<file path="src/flb_pkg.sv">
`timescale 1ns / 1ps
// ----------------------------------------------------------------------------
// Free list block allocator package
// Shared widths, reset values, codes and transaction types of the allocator.
// ----------------------------------------------------------------------------
package flb_pkg;

    // Fixed widths of the transaction fields and configuration registers.
    localparam int FIELD_ADDR_W = 32;
    localparam int COUNT_FIELD_W = 11;
    localparam int STATUS_W = 2;
    localparam int CFG_DATA_W = 32;
    localparam int CFG_IDX_W = 3;
    localparam int ESIZE_W = 13;
    localparam int ALIGN_W = 4;
    localparam int POOL_W = 11;
    // Element size plus the largest alignment round-up fits in 16 bits.
    localparam int STRIDE_W = 16;

    // Defaults for the top-level parameters.
    localparam int DEF_DEPTH = 1024;
    localparam int DEF_ADDR_WIDTH = 32;

    // Register values after reset.
    localparam logic [CFG_DATA_W-1:0] RST_BASE_ADDRESS = '0;
    localparam logic [ESIZE_W-1:0] RST_ELEMENT_SIZE = 13'd64;
    localparam logic [ALIGN_W-1:0] RST_ALIGN_LOG2 = 4'd3;
    localparam int RST_POOL_COUNT = 1024;
    // 64 bytes rounded up to 8-byte alignment.
    localparam logic [STRIDE_W-1:0] RST_STRIDE = 16'd64;

    // The null block address.
    localparam logic [FIELD_ADDR_W-1:0] NULL_ADDRESS = '0;

    // Configuration register indexes.
    typedef enum logic [CFG_IDX_W-1:0] {
        CFG_BASE_ADDRESS   = 3'd0,
        CFG_ELEMENT_SIZE   = 3'd1,
        CFG_ALIGNMENT_LOG2 = 3'd2,
        CFG_POOL_COUNT     = 3'd3
    } flb_cfg_idx_t;

    // Operation codes.
    typedef enum logic {
        CMD_ACQUIRE = 1'b0,
        CMD_RELEASE = 1'b1
    } flb_cmd_t;

    // Status codes.
    typedef enum logic [STATUS_W-1:0] {
        STATUS_OK         = 2'd0,
        STATUS_POOL_EMPTY = 2'd1,
        STATUS_NULL_ADDR  = 2'd2,
        STATUS_LIST_FULL  = 2'd3
    } flb_status_t;

    // Request transaction.
    typedef struct packed {
        flb_cmd_t                cmd;
        logic [FIELD_ADDR_W-1:0] release_address;
    } flb_req_t;

    // Result transaction.
    typedef struct packed {
        logic [FIELD_ADDR_W-1:0]  block_address;
        flb_status_t              status;
        logic [COUNT_FIELD_W-1:0] acquired_count;
        logic [COUNT_FIELD_W-1:0] available_count;
        logic                     over_capacity;
    } flb_rsp_t;

    // Per-cell control of the free-list chain.
    typedef struct packed {
        logic load;   // Take the appended address.
        logic shift;  // Take the neighbor's entry (head popped).
    } flb_cell_ctl_t;

endpackage

</file>
<file path="src/flb_cell.sv">
`timescale 1ns / 1ps
// ----------------------------------------------------------------------------
// Free list cell
// One entry of the released-address chain. Shifts toward the head on a pop
// and captures the appended address when it is the first empty slot.
// ----------------------------------------------------------------------------
module flb_cell
    import flb_pkg::*;
#(
    parameter int DATA_W = DEF_ADDR_WIDTH
) (
    input  logic              clk,
    input  flb_cell_ctl_t     ctl,
    input  logic [DATA_W-1:0] load_data,
    input  logic [DATA_W-1:0] shift_data,
    output logic [DATA_W-1:0] data
);

    logic [DATA_W-1:0] data_reg;
    logic [DATA_W-1:0] data_next;

    // Pop and append never happen in the same cycle.
    always_comb
    begin
        data_next = data_reg;
        if (ctl.shift)
        begin
            data_next = shift_data;
        end
        else if (ctl.load)
        begin
            data_next = load_data;
        end
    end

    // Entry storage; contents are undefined until written.
    always_ff @(posedge clk)
    begin
        data_reg <= data_next;
    end

    assign data = data_reg;

endmodule

</file>
<file path="config.mk">
export PLATFORM = sky130hd
export DESIGN_NAME = flb_cell
export DESIGN_NICKNAME = d
export VERILOG_FILES = /design/src/flb_pkg.sv /design/src/flb_cell.sv
export SDC_FILE = /design/constraint.sdc
export NUM_CORES = 1
export LEC_CHECK = 0
export BUFFER_PORTS_ARGS = -buffer_cell sky130_fd_sc_hd__clkbuf_2
export CAP_MARGIN = 30
export CELL_PAD_IN_SITES_DETAIL_PLACEMENT = 0
export CELL_PAD_IN_SITES_GLOBAL_PLACEMENT = 1
export CORE_MARGIN = 2
export CORE_UTILIZATION = 35
export DETAILED_ROUTE_END_ITERATION = 16
export PLACE_DENSITY = 0.82
export SLEW_MARGIN = 30
export SYNTH_ARGS = -nofsm -noshare
export SYNTH_HDL_FRONTEND = slang
export SYNTH_SLANG_ARGS = --single-unit
export TNS_END_PERCENT = 50
</file>
<file path="constraint.sdc">
create_clock -name clk -period 4.7 [get_ports clk]
set_input_delay 0.47 -clock clk [delete_from_list [all_inputs] [get_ports clk]]
set_output_delay 0.47 -clock clk [all_outputs]
set_load 0.02 [all_outputs]
</file>
== Word level (Yosys, flattened, before mapping) ==
Cells that the tools add are included.

* Register bits: 32
* Input port bits: 67
* Output and inout bits: 32
* Word-level logic and storage cells: 4

* Mux-type cells: 2
* Reductions and logical operators: 1

{| class="wikitable"
|+ Operators with widths
! operator !! number
|-
| $mux 32 || 2
|-
| $reduce_bool 2->1 || 1
|}

== Logic depth before layout (Yosys ltp) ==
Gate-level depths: netlist of the first run.

* Word-level depth: 2
* Gate-level depth with buffers: 3
* Depth with buffers taken out: 1

== Worst setup path after synthesis of the first run ==
Ideal clock, no wire load.

* Path type: input-to-reg
* From: input ctl[0] in the netlist's numbering
* To: register data_reg[0], in the netlist data[0] (enable)
* Library setup time: 0.390 ns
* Arrival: 1.492 ns
* Data required time: 4.310 ns
* Setup slack: 2.817 ns
* Stages on the path: 3
* Buffers on the path: 2
* Cell sequence: buf_6 -> buf_12 -> or2_1

* Word-level cells in the longest chain between the ends: 1

{| class="wikitable"
|+ Ends and longest elaborated chain
! item !! line !! RTL
|-
| start, declared || flb_cell.sv:13 || <nowiki>input flb_cell_ctl_t ctl,</nowiki>
|-
| $reduce_bool 2->1 (no line) || -- ||
|-
| end signal, assigned || flb_cell.sv:39 || <nowiki>data_reg <= data_next;</nowiki>
|-
| end, declared || flb_cell.sv:19 || <nowiki>logic [DATA_W-1:0] data_reg;</nowiki>
|}

Every way passes these cells.
A chain may end at the register's enable or synchronous reset.

== Worst setup path in the final report of the first run ==
* From: input ctl[0] in the netlist's numbering
* To: register data_reg[21], in the netlist data[21] (enable)

Same word-level chain as after synthesis.

==> flow_summary_export.csv, run 1 <==
group,metric,value,unit
detailed_routing,routed_wl,3.16,mm
yosys,syn_avg_cell_area,21.9,um^2
global_routing,grt.total_usage,0.132,
floorplan,fp.dieArea,0.00485,mm^2
yosys,synthesis.area,0.00151,mm^2
global_routing,grt_pass1_wl,4.73,mm
clock_tree,postCtsSetupRepairBufs,0,
cells_and_area,final_common_cell,"clkbuf_2",
global_routing,grt_pass1_vias,1045,
worst_hold_path,holdPathEnd,"data[9]$_DFFE_PP_",
worst_hold_path,min_path_type,"input pin to register",
sta,slew_headroom,0.344,
yosys,post-synth-top-area-cell,"edfxtp_1",
sta,period_share,0.457,
sta,tightestPinTransition,984,ps
placed_design,portBuffers,98,
worst_hold_path,min_from,"load_data[9]",
yosys,yosysSeqAreaShare,0.637,
detailed_routing,wl_per_cell,14.2,um
yosys,synth_top_area_frac,0.637,
floorplan,die_w,69.6,um
outcome,outcome,"finished, final reports clean",
cells_and_area,layout_common_cells,"97 x clkbuf_2, 32 x edfxtp_1, 29 x mux2_4, 5 x clkbuf_8, 3 x mux2_2",
detailed_routing,dr_total_vias,968,
critical_path,crit_required,4660,ps
floorplan,core_area,0.00409,mm^2
floorplan,start_util,0.369,
global_routing,antenna_found_initial,0,
placed_design,dpl.hpwl,2.52,mm
yosys,yosysWarnings,0,
cells_and_area,utilization,0.515,
critical_path,end_kind,"register",
power_and_ir_drop,irDropWorstVdd,0.158,mV
worst_hold_path,hold_depth,2,
critical_path,path_class,"input pin to register",
cells_and_area,drive_above_1_share,0.802,
critical_path,worstPathArrival,2100,ps
clock_tree,cts_hold_buf,0,
yosys,syn-num-nets,136,
cells_and_area,nets,238,
clock_tree,numCtsBuffers,5,
detailed_routing,wl_met3,288,um
yosys,synth.area.mux_share,0.311,
floorplan,rows,23,
clock_tree,h-tree-depth,2,
yosys,synth_top_family_by_area,"multiplexers",
cells_and_area,area_growth_syn_to_layout,39.6,%
sta,slew_viol_final,0,
sta,layout_min_cycle_time,2150,ps
detailed_routing,drt_iter0_markers,14,
cells_and_area,largest_reg_flops,32,
yosys,synthSimpleGateAreaFrac,0.00415,
detailed_routing,route.met2.wl,1.67,mm
floorplan,die_h,69.6,um
cells_and_area,finalNonFillerCells,222,
clock_tree,cts_buffer_depth,2,
power_and_ir_drop,power_density,359,mW/mm^2
clock_tree,cts_root_buffer,"clkbuf_8",
run,max_cap_viol_count,0,
sta,holdWs,489,ps
detailed_routing,drt_first_pass_iters,2,
detailed_routing,drc_errors,0,
detailed_routing,viasPerCell,4.36,
clock_tree,cts_tree,"yes",
floorplan,ios,99,
cells_and_area,antenna_cells,0,
clock_tree,path_clk_slew,60,ps
global_routing,grt_max_degree,34,
detailed_routing,routedLengthMet1,1.10,mm
placed_design,dp_cells,214,
sta,rsz0062_at_grt,"false",
yosys,ys_seq_elements,32,
detailed_routing,highest_layer,"met4",
yosys,synth_fa_ha_area_frac,0,
critical_path,cp_max_fo,33,
yosys,synth_compound_area_frac,0,
sta,setup-violations-final,0,
clock_tree,post_cts_resized,0,
sta,fmax,466,MHz
sta,hold_viol,0,
yosys,syn_inst,69,
global_routing,gr-total-overflow,0,
yosys,synthTopCellsByArea,"edfxtp_1 64%, mux2_4 29%, buf_12 4.0%",
clock_tree,clock-sinks,32,
detailed_routing,postRouteAntennaNets,0,
yosys,synthDistinctLibCells,6,
power_and_ir_drop,p_leak,1.04,nW
placed_design,place.gp.congestion,0.795,
critical_path,cp-start-kind,"input pin",
yosys,synth-xor-area-share,0,
sta,setup-tns-final,0,ps
[layout make-up]
class	instances	area, um^2
clock buffers	6	72.6
multi-input cells	33	475
flip-flops and latches	32	961
clock inverters	2	35.0
well taps	50	62.6
fillers	370	1980
repair buffers	99	498
[how the worst max path moves through the flow]
stage,start,slack [ps],cells after the start,end
after floorplan,ctl[0],2820,3,data[0]$_DFFE_PP_
after global placement,ctl[0],2280,3,data[15]$_DFFE_PP_
after detailed placement,ctl[0],2160,3,data[31]$_DFFE_PP_
after CTS,ctl[0],2460,3,data[21]$_DFFE_PP_
after global routing,ctl[0],2440,3,data[2]$_DFFE_PP_
final,ctl[0],2550,3,data[21]$_DFFE_PP_
[synthesized netlist by cell type]
cell type  instances
buf_12             3
or2_1              1
mux2_2             3
edfxtp_1          32
buf_6              1
mux2_4            29
[worst max-delay path: stages]
cell   delay (ps)
buf_2         740
or2_1         510
buf_4         370
[metrics by stage]
stage / cell area [um^2] / setup slack, ps / total power (W)
after floorplan: 1510 / 2820 / 0.000457
after global placement: 2000 / 2280 / 0.000513
after detailed placement: 2000 / 2160 / 0.000515
after CTS: 2100 / 2460 / 0.000766
after global routing: 2100 / 2440 / 0.000786
final: 2100 / 2550 / 0.000756
[layer usage]
layer | vias to the layer above | global-route usage
li1 | 472 | -
met1 | 430 | 0.115
met2 | 56 | 0.240
met3 | 10 | 0.0625
met4 | 0 | 0.0791
met5 | - | 0
[cells by family after synthesis]
| group | Yosys count |
|---|---|
| muxes | 32 |
| DFF | 32 |
| buffers and inverters | 4 |
| and+or+nand+nor | 1 |
[report_power, final]
part / switching, W / internal [W] / total [W]
combinational: 0.0000762 / 0.0000709 / 0.000147
clock: 0.0000921 / 0.000157 / 0.000249
sequential: 0.00000928 / 0.000351 / 0.000360
total: 0.000178 / 0.000579 / 0.000756
Note: power is estimated with default switching activity, not from simulation.
==> run 2: changes to the inputs <==
Settings changed: CORE_UTILIZATION 35 to 32, PLACE_DENSITY 0.82 to 0.75.
Clock period 4.7 ns to 2.05 ns, I/O delays scaled along.
==> flow_summary_export.csv, run 2 (same netlist as run 1, synthesis figures left out) <==
group,metric,value,unit
outcome,outcome,"finished, final reports clean",
cells_and_area,finalNonFillerCells,227,
clock_tree,path_clk_slew,60,ps
critical_path,crit_required,1850,ps
run,max_cap_viol_count,0,
floorplan,ios,99,
placed_design,dpl.hpwl,2.62,mm
cells_and_area,antenna_cells,0,
detailed_routing,postRouteAntennaNets,0,
critical_path,path_class,"register to primary output",
cells_and_area,area_growth_syn_to_layout,42.0,%
cells_and_area,utilization,0.482,
global_routing,grt_pass1_wl,4.97,mm
clock_tree,numCtsBuffers,5,
critical_path,critPathMaxStageDelay,390,ps
sta,setup-tns-final,0,ps
clock_tree,cts_root_buffer,"clkbuf_8",
global_routing,top_usage_layer,"met2",
power_and_ir_drop,p_leak,1.06,nW
critical_path,worst-path-buf-inv,1,
detailed_routing,viasPerCell,4.36,
cells_and_area,seq_area,961,um^2
floorplan,die_w,72.6,um
global_routing,gr-total-overflow,0,
cells_and_area,largest_reg_flops,32,
placed_design,dp_cells,219,
critical_path,end_kind,"primary output",
critical_path,crit_family,"flip-flops",
sta,tightestPinTransition,328,ps
detailed_routing,drt_iter0_markers,42,
critical_path,cp_max_fo,1,
floorplan,rows,24,
global_routing,grt_use_met1,0.128,
worst_hold_path,min_path_type,"input pin to register",
detailed_routing,routed_wl,3.25,mm
sta,setup-violations-final,0,
power_and_ir_drop,power_density,811,mW/mm^2
floorplan,die_h,72.6,um
detailed_routing,drc_errors,0,
sta,slew_headroom,0.781,
clock_tree,h-tree-depth,2,
critical_path,cp-start-kind,"register",
detailed_routing,wl_per_cell,14.3,um
clock_tree,cts_hold_buf,0,
floorplan,fp.dieArea,0.00528,mm^2
clock_tree,clock-sinks,32,
placed_design,portBuffers,98,
critical_path,crit_path_cell_trace,"clkbuf_2",
global_routing,met2_usage,0.228,
placed_design,place.gp.congestion,0.650,
clock_tree,cts_tree,"yes",
critical_path,slowest_stage,"edfxtp_1",
detailed_routing,drt_first_pass_iters,4,
cells_and_area,drive_above_1_share,0.800,
floorplan,start_util,0.339,
sta,fmax,957,MHz
floorplan,core_area,0.00444,mm^2
cells_and_area,multi_input_area,475,um^2
sta,layout_min_cycle_time,1040,ps
sta,hold_viol,0,
sta,period_share,0.510,
detailed_routing,dr_total_vias,990,
global_routing,grt_max_degree,20,
cells_and_area,nets,241,
cells_and_area,fillCellCount,402,
global_routing,antenna_found_initial,0,
cells_and_area,fin_area,0.00214,mm^2
global_routing,use_met3,0.0594,
global_routing,grt.total_usage,0.127,
sta,rsz0062_at_grt,"false",
power_and_ir_drop,power,0.00174,W
placed_design,placed_area,0.00203,mm^2
sta,slew_viol_final,0,
clock_tree,postCtsSetupRepairBufs,0,
critical_path,worstPathArrival,840,ps
cells_and_area,final_common_cell,"clkbuf_2",
cells_and_area,layout_common_cells,"98 x clkbuf_2, 32 x edfxtp_1, 29 x mux2_4, 5 x clkbuf_8",
clock_tree,cts_buffer_depth,2,
clock_tree,post_cts_resized,0,
global_routing,grt_pass1_vias,1050,
power_and_ir_drop,irDropWorstVdd,0.289,mV
[run 2: cell types whose count changed in the layout (fill, tap and decap cells not counted)]
cell      previous run  this run
buf_4                1         3
clkinv_1             0         2
buf_12               0         1
buf_2                1         0
clkbuf_1             1         0
clkbuf_2            97        98
clkinv_2             1         0
[run 2: layer usage]
layer  wire [um]  up-vias
met3         286        2
met2        1800       53
li1            -      477
met5           0        -
met4          32        0
met1        1130      458
[run 2: final cells by class]
cell class              instances  area share
flip-flops and latches         32       0.449
well taps                      52      0.0304
repair buffers                102       0.249
multi-input cells              33       0.222
clock buffers                   5      0.0321
clock inverters                 3      0.0175
[run 2: where the power goes]
group | total, W | internal (W) | leakage [nW] | switching [W]
clock | 0.000571 | 0.000353 | 0.0532 | 0.000217
combinational | 0.000343 | 0.000167 | 0.682 | 0.000177
sequential | 0.000822 | 0.000804 | 0.326 | 0.0000183
[run 2: metrics by stage]
stage	hold slack (ps)	setup slack [ps]
2_1_floorplan	422	432
3_3_place_gp	505	748
3_5_place_dp	509	715
4_1_cts	216	992
5_1_grt	214	959
6_report	229	1010
[run 2: final timing paths]
kind,startpoint,end,depth (start not counted)
worst min-delay path,load_data[25],data[25]$_DFFE_PP_,2
worst max-delay path,data[11]$_DFFE_PP_,data[11],1
