===== config.mk =====
export PLATFORM = sky130hd
export DESIGN_NAME = flb_cfg
export DESIGN_NICKNAME = d
export VERILOG_FILES = /design/src/flb_pkg.sv /design/src/flb_cfg.sv
export SDC_FILE = /design/constraint.sdc
export NUM_CORES = 1
export LEC_CHECK = 0
export BUFFER_PORTS_ARGS = -buffer_cell sky130_fd_sc_hd__buf_2
export CORE_MARGIN = 10
export CORE_UTILIZATION = 25
export CTS_CLUSTER_DIAMETER = 80
export CTS_CLUSTER_SIZE = 20
export DETAILED_ROUTE_END_ITERATION = 16
export GPL_TIMING_DRIVEN = 0
export PLACE_DENSITY = 0.53
export SLEW_MARGIN = 15
export SYNTH_ARGS = -nofsm -noshare
export SYNTH_HDL_FRONTEND = slang
export SYNTH_SLANG_ARGS = --single-unit

===== constraint.sdc =====
create_clock -name clk -period 3.5 [get_ports clk]
set_clock_uncertainty 0.2 [all_clocks]
set_input_delay 0.175 -clock clk [delete_from_list [all_inputs] [get_ports clk]]
set_output_delay 0.175 -clock clk [all_outputs]
set_load 0.05 [all_outputs]

===== src/flb_pkg.sv =====
`timescale 1ns / 1ps
// ----------------------------------------------------------------------------
// Free list block allocator package
// Shared widths, reset values, codes and transaction types of the allocator.
// ----------------------------------------------------------------------------
package flb_pkg;

    // Fixed widths of the transaction fields and configuration registers.
    localparam int FIELD_ADDR_W = 32;
    localparam int COUNT_FIELD_W = 11;
    localparam int STATUS_W = 2;
    localparam int CFG_DATA_W = 32;
    localparam int CFG_IDX_W = 3;
    localparam int ESIZE_W = 13;
    localparam int ALIGN_W = 4;
    localparam int POOL_W = 11;
    // Element size plus the largest alignment round-up fits in 16 bits.
    localparam int STRIDE_W = 16;

    // Defaults for the top-level parameters.
    localparam int DEF_DEPTH = 1024;
    localparam int DEF_ADDR_WIDTH = 32;

    // Register values after reset.
    localparam logic [CFG_DATA_W-1:0] RST_BASE_ADDRESS = '0;
    localparam logic [ESIZE_W-1:0] RST_ELEMENT_SIZE = 13'd64;
    localparam logic [ALIGN_W-1:0] RST_ALIGN_LOG2 = 4'd3;
    localparam int RST_POOL_COUNT = 1024;
    // 64 bytes rounded up to 8-byte alignment.
    localparam logic [STRIDE_W-1:0] RST_STRIDE = 16'd64;

    // The null block address.
    localparam logic [FIELD_ADDR_W-1:0] NULL_ADDRESS = '0;

    // Configuration register indexes.
    typedef enum logic [CFG_IDX_W-1:0] {
        CFG_BASE_ADDRESS   = 3'd0,
        CFG_ELEMENT_SIZE   = 3'd1,
        CFG_ALIGNMENT_LOG2 = 3'd2,
        CFG_POOL_COUNT     = 3'd3
    } flb_cfg_idx_t;

    // Operation codes.
    typedef enum logic {
        CMD_ACQUIRE = 1'b0,
        CMD_RELEASE = 1'b1
    } flb_cmd_t;

    // Status codes.
    typedef enum logic [STATUS_W-1:0] {
        STATUS_OK         = 2'd0,
        STATUS_POOL_EMPTY = 2'd1,
        STATUS_NULL_ADDR  = 2'd2,
        STATUS_LIST_FULL  = 2'd3
    } flb_status_t;

    // Request transaction.
    typedef struct packed {
        flb_cmd_t                cmd;
        logic [FIELD_ADDR_W-1:0] release_address;
    } flb_req_t;

    // Result transaction.
    typedef struct packed {
        logic [FIELD_ADDR_W-1:0]  block_address;
        flb_status_t              status;
        logic [COUNT_FIELD_W-1:0] acquired_count;
        logic [COUNT_FIELD_W-1:0] available_count;
        logic                     over_capacity;
    } flb_rsp_t;

    // Per-cell control of the free-list chain.
    typedef struct packed {
        logic load;   // Take the appended address.
        logic shift;  // Take the neighbor's entry (head popped).
    } flb_cell_ctl_t;

endpackage


===== src/flb_cfg.sv =====
`timescale 1ns / 1ps
// ----------------------------------------------------------------------------
// Free list allocator configuration
// Holds the configuration registers and, after a write, registers the block
// stride and the effective pool size derived from them.
// ----------------------------------------------------------------------------
module flb_cfg
    import flb_pkg::*;
#(
    parameter int DEPTH = DEF_DEPTH,
    parameter int ADDR_WIDTH = DEF_ADDR_WIDTH,
    parameter int CNT_W = $clog2(DEPTH + 1)
) (
    input  logic                  clk,
    input  logic                  rst_n,
    input  logic                  cfg_valid,
    output logic                  cfg_ready,
    input  logic [CFG_IDX_W-1:0]  cfg_index,
    input  logic [CFG_DATA_W-1:0] cfg_data,
    output logic                  reinit,
    output logic [ADDR_WIDTH-1:0] base_address,
    output logic [STRIDE_W-1:0]   stride,
    output logic [CNT_W-1:0]      eff_count,
    output logic [CNT_W-1:0]      eff_count_next
);

    localparam int PC_W = (CNT_W > POOL_W) ? CNT_W : POOL_W;
    localparam int RST_EFF = (RST_POOL_COUNT > DEPTH) ? DEPTH : RST_POOL_COUNT;

    logic [ADDR_WIDTH-1:0] base_reg, base_next;
    logic [ESIZE_W-1:0]    esize_reg, esize_next;
    logic [ALIGN_W-1:0]    alog2_reg, alog2_next;
    logic [POOL_W-1:0]     pool_reg, pool_next;
    logic [STRIDE_W-1:0]   stride_reg, stride_next;
    logic [CNT_W-1:0]      eff_reg;
    logic                  pend_reg, pend_next;
    logic                  wr_en;
    logic [STRIDE_W-1:0]   align_mask;
    logic [STRIDE_W-1:0]   rounded_sum;
    logic [PC_W-1:0]       pool_ext;

    assign cfg_ready = !pend_reg;
    assign wr_en = cfg_valid && cfg_ready;

    // Register writes; only a known index frees the pool again.
    always_comb
    begin
        base_next = base_reg;
        esize_next = esize_reg;
        alog2_next = alog2_reg;
        pool_next = pool_reg;
        pend_next = 1'b0;
        if (wr_en)
        begin
            case (cfg_index)
                CFG_BASE_ADDRESS:
                begin
                    base_next = ADDR_WIDTH'(cfg_data);
                    pend_next = 1'b1;
                end
                CFG_ELEMENT_SIZE:
                begin
                    esize_next = cfg_data[ESIZE_W-1:0];
                    pend_next = 1'b1;
                end
                CFG_ALIGNMENT_LOG2:
                begin
                    alog2_next = cfg_data[ALIGN_W-1:0];
                    pend_next = 1'b1;
                end
                CFG_POOL_COUNT:
                begin
                    pool_next = cfg_data[POOL_W-1:0];
                    pend_next = 1'b1;
                end
                default:
                begin
                    pend_next = 1'b0;
                end
            endcase
        end
    end

    // Stride is the element size rounded up to the alignment.
    always_comb
    begin
        align_mask = {STRIDE_W{1'b1}} << alog2_reg;
        rounded_sum = STRIDE_W'(esize_reg) + ~align_mask;
        stride_next = rounded_sum & align_mask;
    end

    // Pool size is limited to the depth of the free list.
    always_comb
    begin
        pool_ext = PC_W'(pool_reg);
        if (pool_ext > PC_W'(DEPTH))
        begin
            eff_count_next = CNT_W'(DEPTH);
        end
        else
        begin
            eff_count_next = CNT_W'(pool_ext);
        end
    end

    // Configuration registers and derived values.
    always_ff @(posedge clk or negedge rst_n)
    begin
        if (!rst_n)
        begin
            base_reg <= ADDR_WIDTH'(RST_BASE_ADDRESS);
            esize_reg <= RST_ELEMENT_SIZE;
            alog2_reg <= RST_ALIGN_LOG2;
            pool_reg <= POOL_W'(RST_POOL_COUNT);
            stride_reg <= RST_STRIDE;
            eff_reg <= CNT_W'(RST_EFF);
            pend_reg <= 1'b0;
        end
        else
        begin
            base_reg <= base_next;
            esize_reg <= esize_next;
            alog2_reg <= alog2_next;
            pool_reg <= pool_next;
            pend_reg <= pend_next;
            if (pend_reg)
            begin
                stride_reg <= stride_next;
                eff_reg <= eff_count_next;
            end
        end
    end

    assign reinit = pend_reg;
    assign base_address = base_reg;
    assign stride = stride_reg;
    assign eff_count = eff_reg;

endmodule


# ---- Yosys cells after proc, flatten, opt, wreduce, memory -nomap -nowiden
# Index checks and enable logic that the tools add are counted.
dict set report word_totals {
  register_bits 88
  in_bits 38
  out_inout_bits 72
  word_cells 26
}
dict set report op_classes {
  addsub 1
  order_cmp 1
  n_eq_ne 3
  shifts 1
  mux 3
  bitwise_logic 2
  n_reduce_logical 8
}
# operator count
set ops {}
lappend ops {{adder 13 x 16 -> 16 bit} 1}
lappend ops {{bitwise AND 16 bit} 1}
lappend ops {{NOT 16 bit} 1}
lappend ops {{left shift 16 x 4 -> 16 bit, first input constant} 1}
lappend ops {{greater-than comparator 11 bit, second input constant} 1}
lappend ops {{two-way mux 11 bit} 1}
lappend ops {{AND reduction 2 bit} 4}
lappend ops {{equality test 3 x 2 -> 1 bit, second input constant} 2}
lappend ops {{OR reduction 4 bit} 1}
lappend ops {{equality test 3 x 1 -> 1 bit, second input constant} 1}
lappend ops {{logical NOT 3 bit} 1}
lappend ops {{two-way mux 1 bit} 2}
lappend ops {{logical AND 1 bit} 1}
lappend ops {{logical NOT 1 bit} 1}

# ---- Logic depth before layout (Yosys ltp)
dict set report logic_depth {
  word_depth 4
  depth_mapped 11
  depth_no_buf 9
}

# ---- Worst setup path after synthesis
# OpenSTA, ideal clock, no wires.
dict set report synth_timing {
  path_type {register -> register}
  start {reg alog2_reg[1]}
  end {reg stride_reg[14], in the netlist stride[14]}
  setup_time_ns 0.126
  arrival_time_ns 2.434
  required_time_ns 3.174
  slack_ns 0.740
  stages_incl_launch_ff 10
  n_path_buf 2
  period_less_slack_ns 2.760
  cell_sequence {dfstp_2 clkbuf_1 a21o_1 ha_1 clkbuf_1 a21oi_1 o21ai_0 a211oi_1 a21oi_1 a221o_1}
}
dict set report synth_via {
  elab_chain_len 4
}
# item line
set synth_rtl {}
lappend synth_rtl {{start, declared} flb_cfg.sv:32} ;# logic [ALIGN_W-1:0] alog2_reg, alog2_next;
lappend synth_rtl {{start signal, assigned} flb_cfg.sv:123} ;# alog2_reg <= alog2_next;
lappend synth_rtl {{left shift 16 x 4 -> 16 bit *} flb_cfg.sv:87} ;# align_mask = {STRIDE_W{1'b1}} << alog2_reg;
lappend synth_rtl {{NOT 16 bit} flb_cfg.sv:88} ;# rounded_sum = STRIDE_W'(esize_reg) + ~align_mask;
lappend synth_rtl {{adder 13 x 16 -> 16 bit} flb_cfg.sv:88}
lappend synth_rtl {{bitwise AND 16 bit *} flb_cfg.sv:89} ;# stride_next = rounded_sum & align_mask;
lappend synth_rtl {{end signal, assigned} flb_cfg.sv:128} ;# stride_reg <= stride_next;
lappend synth_rtl {{end, declared} flb_cfg.sv:34} ;# logic [STRIDE_W-1:0] stride_reg, stride_next;
# Every way passes the cells marked *; elsewhere a longest branch is shown, timed or not.
# A chain may end at the register's enable or synchronous reset.

# ---- Final worst setup path
dict set report layout_timing {
  start {reg alog2_reg[1]}
  end {reg stride_reg[10], in the netlist stride[10]}
}
# The elaborated chain is that of the path after synthesis.

==> flow_results.xml <==
<?xml version="1.0" encoding="UTF-8"?>
<metrics>
  <group name="final_layout">
    <metric name="final_layout_size_suffix_gt1_frac" unit="">0.419</metric>
    <metric name="layout.cells.most_common" unit="">sky130_fd_sc_hd__buf_2</metric>
    <metric name="multiInputGateArea" unit="sq um">1960</metric>
    <metric name="finish.utilization" unit="">0.347</metric>
    <metric name="register_area" unit="sq um">2210</metric>
    <metric name="leading_cell_types_in_the_layout_fill_and_taps_excluded" unit="">sky130_fd_sc_hd__buf_2, sky130_fd_sc_hd__dfrtp_1, sky130_fd_sc_hd__mux2_2, sky130_fd_sc_hd__dlygate4sd3_1, sky130_fd_sc_hd__nand2_1</metric>
    <metric name="finalNetCount" unit="">564</metric>
    <metric name="largest_reg_flops" unit="">32</metric>
    <metric name="filler_cell_count" unit="">1687</metric>
    <metric name="antennaDiodeCount" unit="">0</metric>
    <metric name="synthToLayoutAreaGrowth" unit="%">34.9</metric>
  </group>
  <group name="sta">
    <metric name="final.period_utilization" unit="">0.933</metric>
    <metric name="slew_viol_final" unit="">0</metric>
    <metric name="report.final.hold_viol_count" unit="">0</metric>
    <metric name="setup-tns-final" unit="ns">0</metric>
    <metric name="hold_worst_slack" unit="ns">0.0226</metric>
    <metric name="grt_setup_unrepaired" unit="">no</metric>
    <metric name="timing.fmax" unit="MHz">306</metric>
    <metric name="timing.slew.headroom" unit="">0.522</metric>
    <metric name="setup_violations" unit="">0</metric>
    <metric name="worst_margin_slew" unit="ns">0.717</metric>
    <metric name="period_needed" unit="ns">3.27</metric>
    <metric name="setup_ws" unit="ns">0.233</metric>
  </group>
  <group name="pwr">
    <metric name="worst_ir_drop_vdd" unit="uV">531</metric>
    <metric name="power_per_cell_area" unit="nW/um^2">815</metric>
    <metric name="leakage" unit="nW">2.65</metric>
  </group>
  <group name="critical_path">
    <metric name="critical_path.slowest_cell" unit="">sky130_fd_sc_hd__dfstp_2</metric>
    <metric name="type_of_origin_of_the_critical_path" unit="">flop</metric>
    <metric name="critPathKind" unit="">reg2reg</metric>
    <metric name="worst_ep_arrival_time" unit="ns">3.35</metric>
    <metric name="worstPathRequired" unit="ns">3.58</metric>
    <metric name="crit_path_end_kind" unit="">flop</metric>
    <metric name="path_max_fanout" unit="">10</metric>
    <metric name="crit_path_cell_trace" unit="">clkbuf_1 &gt; or3_1 &gt; inv_1 &gt; fa_1 &gt; nand2b_1 &gt; a21oi_1 &gt; a211oi_2 &gt; a2111o_1 &gt; nand3_1</metric>
    <metric name="slowest_delay" unit="ns">0.56</metric>
  </group>
  <group name="routing">
    <metric name="route.vias.total" unit="">3368</metric>
    <metric name="drt_first_iter_violations" unit="">156</metric>
    <metric name="wire_per_inst" unit="um">17.3</metric>
    <metric name="drt.antenna.violating_nets" unit="">0</metric>
    <metric name="drt-pass1-iter-count" unit="">4</metric>
    <metric name="post_drt_via_cell_ratio" unit="">4.56</metric>
    <metric name="total_wirelength" unit="mm">12.7</metric>
    <metric name="remaining_drc_errors" unit="">0</metric>
  </group>
  <group name="synth">
    <metric name="post_synth_num_cell_types" unit="">57</metric>
    <metric name="cell_area_after_technology_mapping" unit="sq um">4290</metric>
    <metric name="synthArstFlopShare" unit="">1.00</metric>
    <metric name="postSynth.topFlopCell" unit="">sky130_fd_sc_hd__dfrtp_1</metric>
    <metric name="ys_seq_area_frac" unit="">0.515</metric>
    <metric name="postSynthAreaPerCell" unit="sq um">12.0</metric>
    <metric name="synth_fp_nets" unit="">408</metric>
    <metric name="ys.warnings.count" unit="">0</metric>
    <metric name="postSynthRegisterBits" unit="">88</metric>
    <metric name="syn-instance-count" unit="">357</metric>
    <metric name="synth-edff-count" unit="">0</metric>
  </group>
  <group name="clock_tree">
    <metric name="clkSinkCount" unit="">88</metric>
    <metric name="clock_latency" unit="ns">0.35</metric>
    <metric name="numCtsBuffers" unit="">9</metric>
    <metric name="cts.path.max_buffers" unit="">2</metric>
    <metric name="ctsHtreeMaxLevel" unit="">3</metric>
    <metric name="clk_pin_slew" unit="ns">0.06</metric>
    <metric name="cts_tree" unit="">yes</metric>
    <metric name="cts_root_buf" unit="">sky130_fd_sc_hd__clkbuf_16</metric>
  </group>
  <group name="place">
    <metric name="hpwl" unit="mm">9.48</metric>
    <metric name="port_buffers" unit="">109</metric>
    <metric name="detailedPlace.worstSlack" unit="ns">0.132</metric>
    <metric name="gpl.final_weighted_congestion" unit="">0.817</metric>
  </group>
  <group name="floorplanning">
    <metric name="die_x" unit="um">151</metric>
    <metric name="die_h" unit="um">151</metric>
    <metric name="floorplan.die_area" unit="sq um">22800</metric>
    <metric name="core_area" unit="sq um">16700</metric>
    <metric name="ports_placed_on_the_boundary" unit="">110</metric>
    <metric name="initial_standard_cell_utilization_of_the_core" unit="">0.257</metric>
    <metric name="floorplan.rows" unit="">47</metric>
  </group>
  <group name="job">
    <metric name="maxCapViolations" unit="">0</metric>
  </group>
  <group name="grt">
    <metric name="grt_pass1_vias" unit="">3772</metric>
    <metric name="number_of_antenna_violations_at_the_first_check_in_global_routing" unit="">0</metric>
    <metric name="grt_start_max_net_pins" unit="">49</metric>
    <metric name="globalRoute.totalOverflow" unit="">0</metric>
    <metric name="track_usage" unit="">0.116</metric>
    <metric name="global_route_wire_length_before_repair" unit="mm">20.8</metric>
  </group>
  <group name="status">
    <metric name="outcome" unit="">completed</metric>
  </group>
  <group name="min_path">
    <metric name="min-delay-path-class" unit="">in2reg</metric>
  </group>
</metrics>
-- cell usage after synthesis, types with 3 or more instances --
cell type,n,share of area
sky130_fd_sc_hd__o31ai_1,8,0.014
sky130_fd_sc_hd__dfrtp_1,82,0.48
sky130_fd_sc_hd__nor2b_1,11,0.016
sky130_fd_sc_hd__buf_2,4,0.0047
sky130_fd_sc_hd__xnor2_1,5,0.010
sky130_fd_sc_hd__nand2b_1,3,0.0044
sky130_fd_sc_hd__xor2_1,3,0.0061
sky130_fd_sc_hd__nand4_1,4,0.0058
sky130_fd_sc_hd__mux2_2,71,0.19
sky130_fd_sc_hd__inv_1,9,0.0079
sky130_fd_sc_hd__o2111ai_1,3,0.0061
sky130_fd_sc_hd__nand3_1,9,0.011
sky130_fd_sc_hd__ha_1,12,0.035
sky130_fd_sc_hd__o21ai_0,5,0.0058
sky130_fd_sc_hd__nand2_1,29,0.025
sky130_fd_sc_hd__a21oi_1,11,0.013
sky130_fd_sc_hd__a211oi_1,3,0.0053
sky130_fd_sc_hd__dfstp_2,6,0.037
sky130_fd_sc_hd__nor4_1,3,0.0044
sky130_fd_sc_hd__clkbuf_1,15,0.013
sky130_fd_sc_hd__nor2_1,16,0.014
-- cells by family (layout without fill, tap and decap cells) --
logic type / count (synthesis) / count (layout) / share of synthesized area
buf+inv: 31 / 192 / 0.0300
fa+ha+maj: 13 / 13 / 0.0397
xor+xnor: 8 / 8 / 0.0163
compound gates: 59 / 59 / 0.109
flops: 88 / 88 / 0.515
simple gates: 86 / 86 / 0.101
mux: 72 / 72 / 0.189
-- worst max-delay path, delay by kind of cell, from the launching register on --
| family | cells | cell delay, ns |
|---|---|---|
| fa+ha+maj | 1 | 0.43 |
| buf+inv | 2 | 0.48 |
| flops | 1 | 0.56 |
| simple gates | 3 | 0.51 |
| compound gates | 3 | 1.00 |
-- where the power goes --
| part | total, W | switching [W] | internal, W |
|---|---|---|---|
| Sequential | 0.00147 | 0.000162 | 0.00131 |
| Combinational | 0.00228 | 0.00159 | 0.000691 |
| Clock | 0.000969 | 0.000411 | 0.000558 |
| Total | 0.00472 | 0.00216 | 0.00256 |
-- timing repair --
action | in CTS | in global routing
gates resized for setup | 0 | 2
hold buffers | 35 | 0
endpoints found under the setup margin | 0 | 3
hold endpoints to repair | 101 | 0
setup buffers | 0 | 0
-- final cells by class --
cell class,count,area share
Buffer,21,0.0158
Clock buffer,12,0.0409
Clock inverter,4,0.00951
Inverter,10,0.00649
Multi-Input combinational cell,238,0.338
Sequential cell,88,0.382
Tap cell,220,0.0476
Timing Repair Buffer,145,0.160
-- per-stage QoR --
stage | total power [W] | instances | cell area (sq um)
5_1_grt | 0.00501 | 738 | 5790
6_report | 0.00472 | 738 | 5790
2_1_floorplan | 0.00316 | 357 | 4290
4_1_cts | 0.00476 | 738 | 5780
3_3_place_gp | 0.00371 | 686 | 5110
3_5_place_dp | 0.00373 | 687 | 5140
-- routing by layer --
layer | track usage | routed length (um) | part of all wire | vias up
met5 | 0 | 0 | 0 | -
met4 | 0.0395 | 160 | 0.013 | 0
met3 | 0.0397 | 895 | 0.070 | 11
met2 | 0.184 | 5980 | 0.47 | 92
met1 | 0.144 | 5710 | 0.45 | 1643
li1 | - | - | - | 1622
-- final timing paths --
| check | from | endpoint | slack, ns | depth (start not counted) |
|---|---|---|---|---|
| min in group asynchronous | rst_n | base_address[18] | 0.17 | 2 |
| worst min-delay path | cfg_index[1] | pool_ext[4] | 0.02 | 3 |
| max in group asynchronous | rst_n | eff_count[10] | 2.25 | 3 |
| worst max-delay path | alog2_reg[1] | stride[10] | 0.23 | 9 |
| worst max register to register | alog2_reg[1] | stride[10] | 0.23 | 9 |
| worst min register to register | stride[7] | stride[7] | 0.28 | 2 |
(Power assumes the default switching activity.)
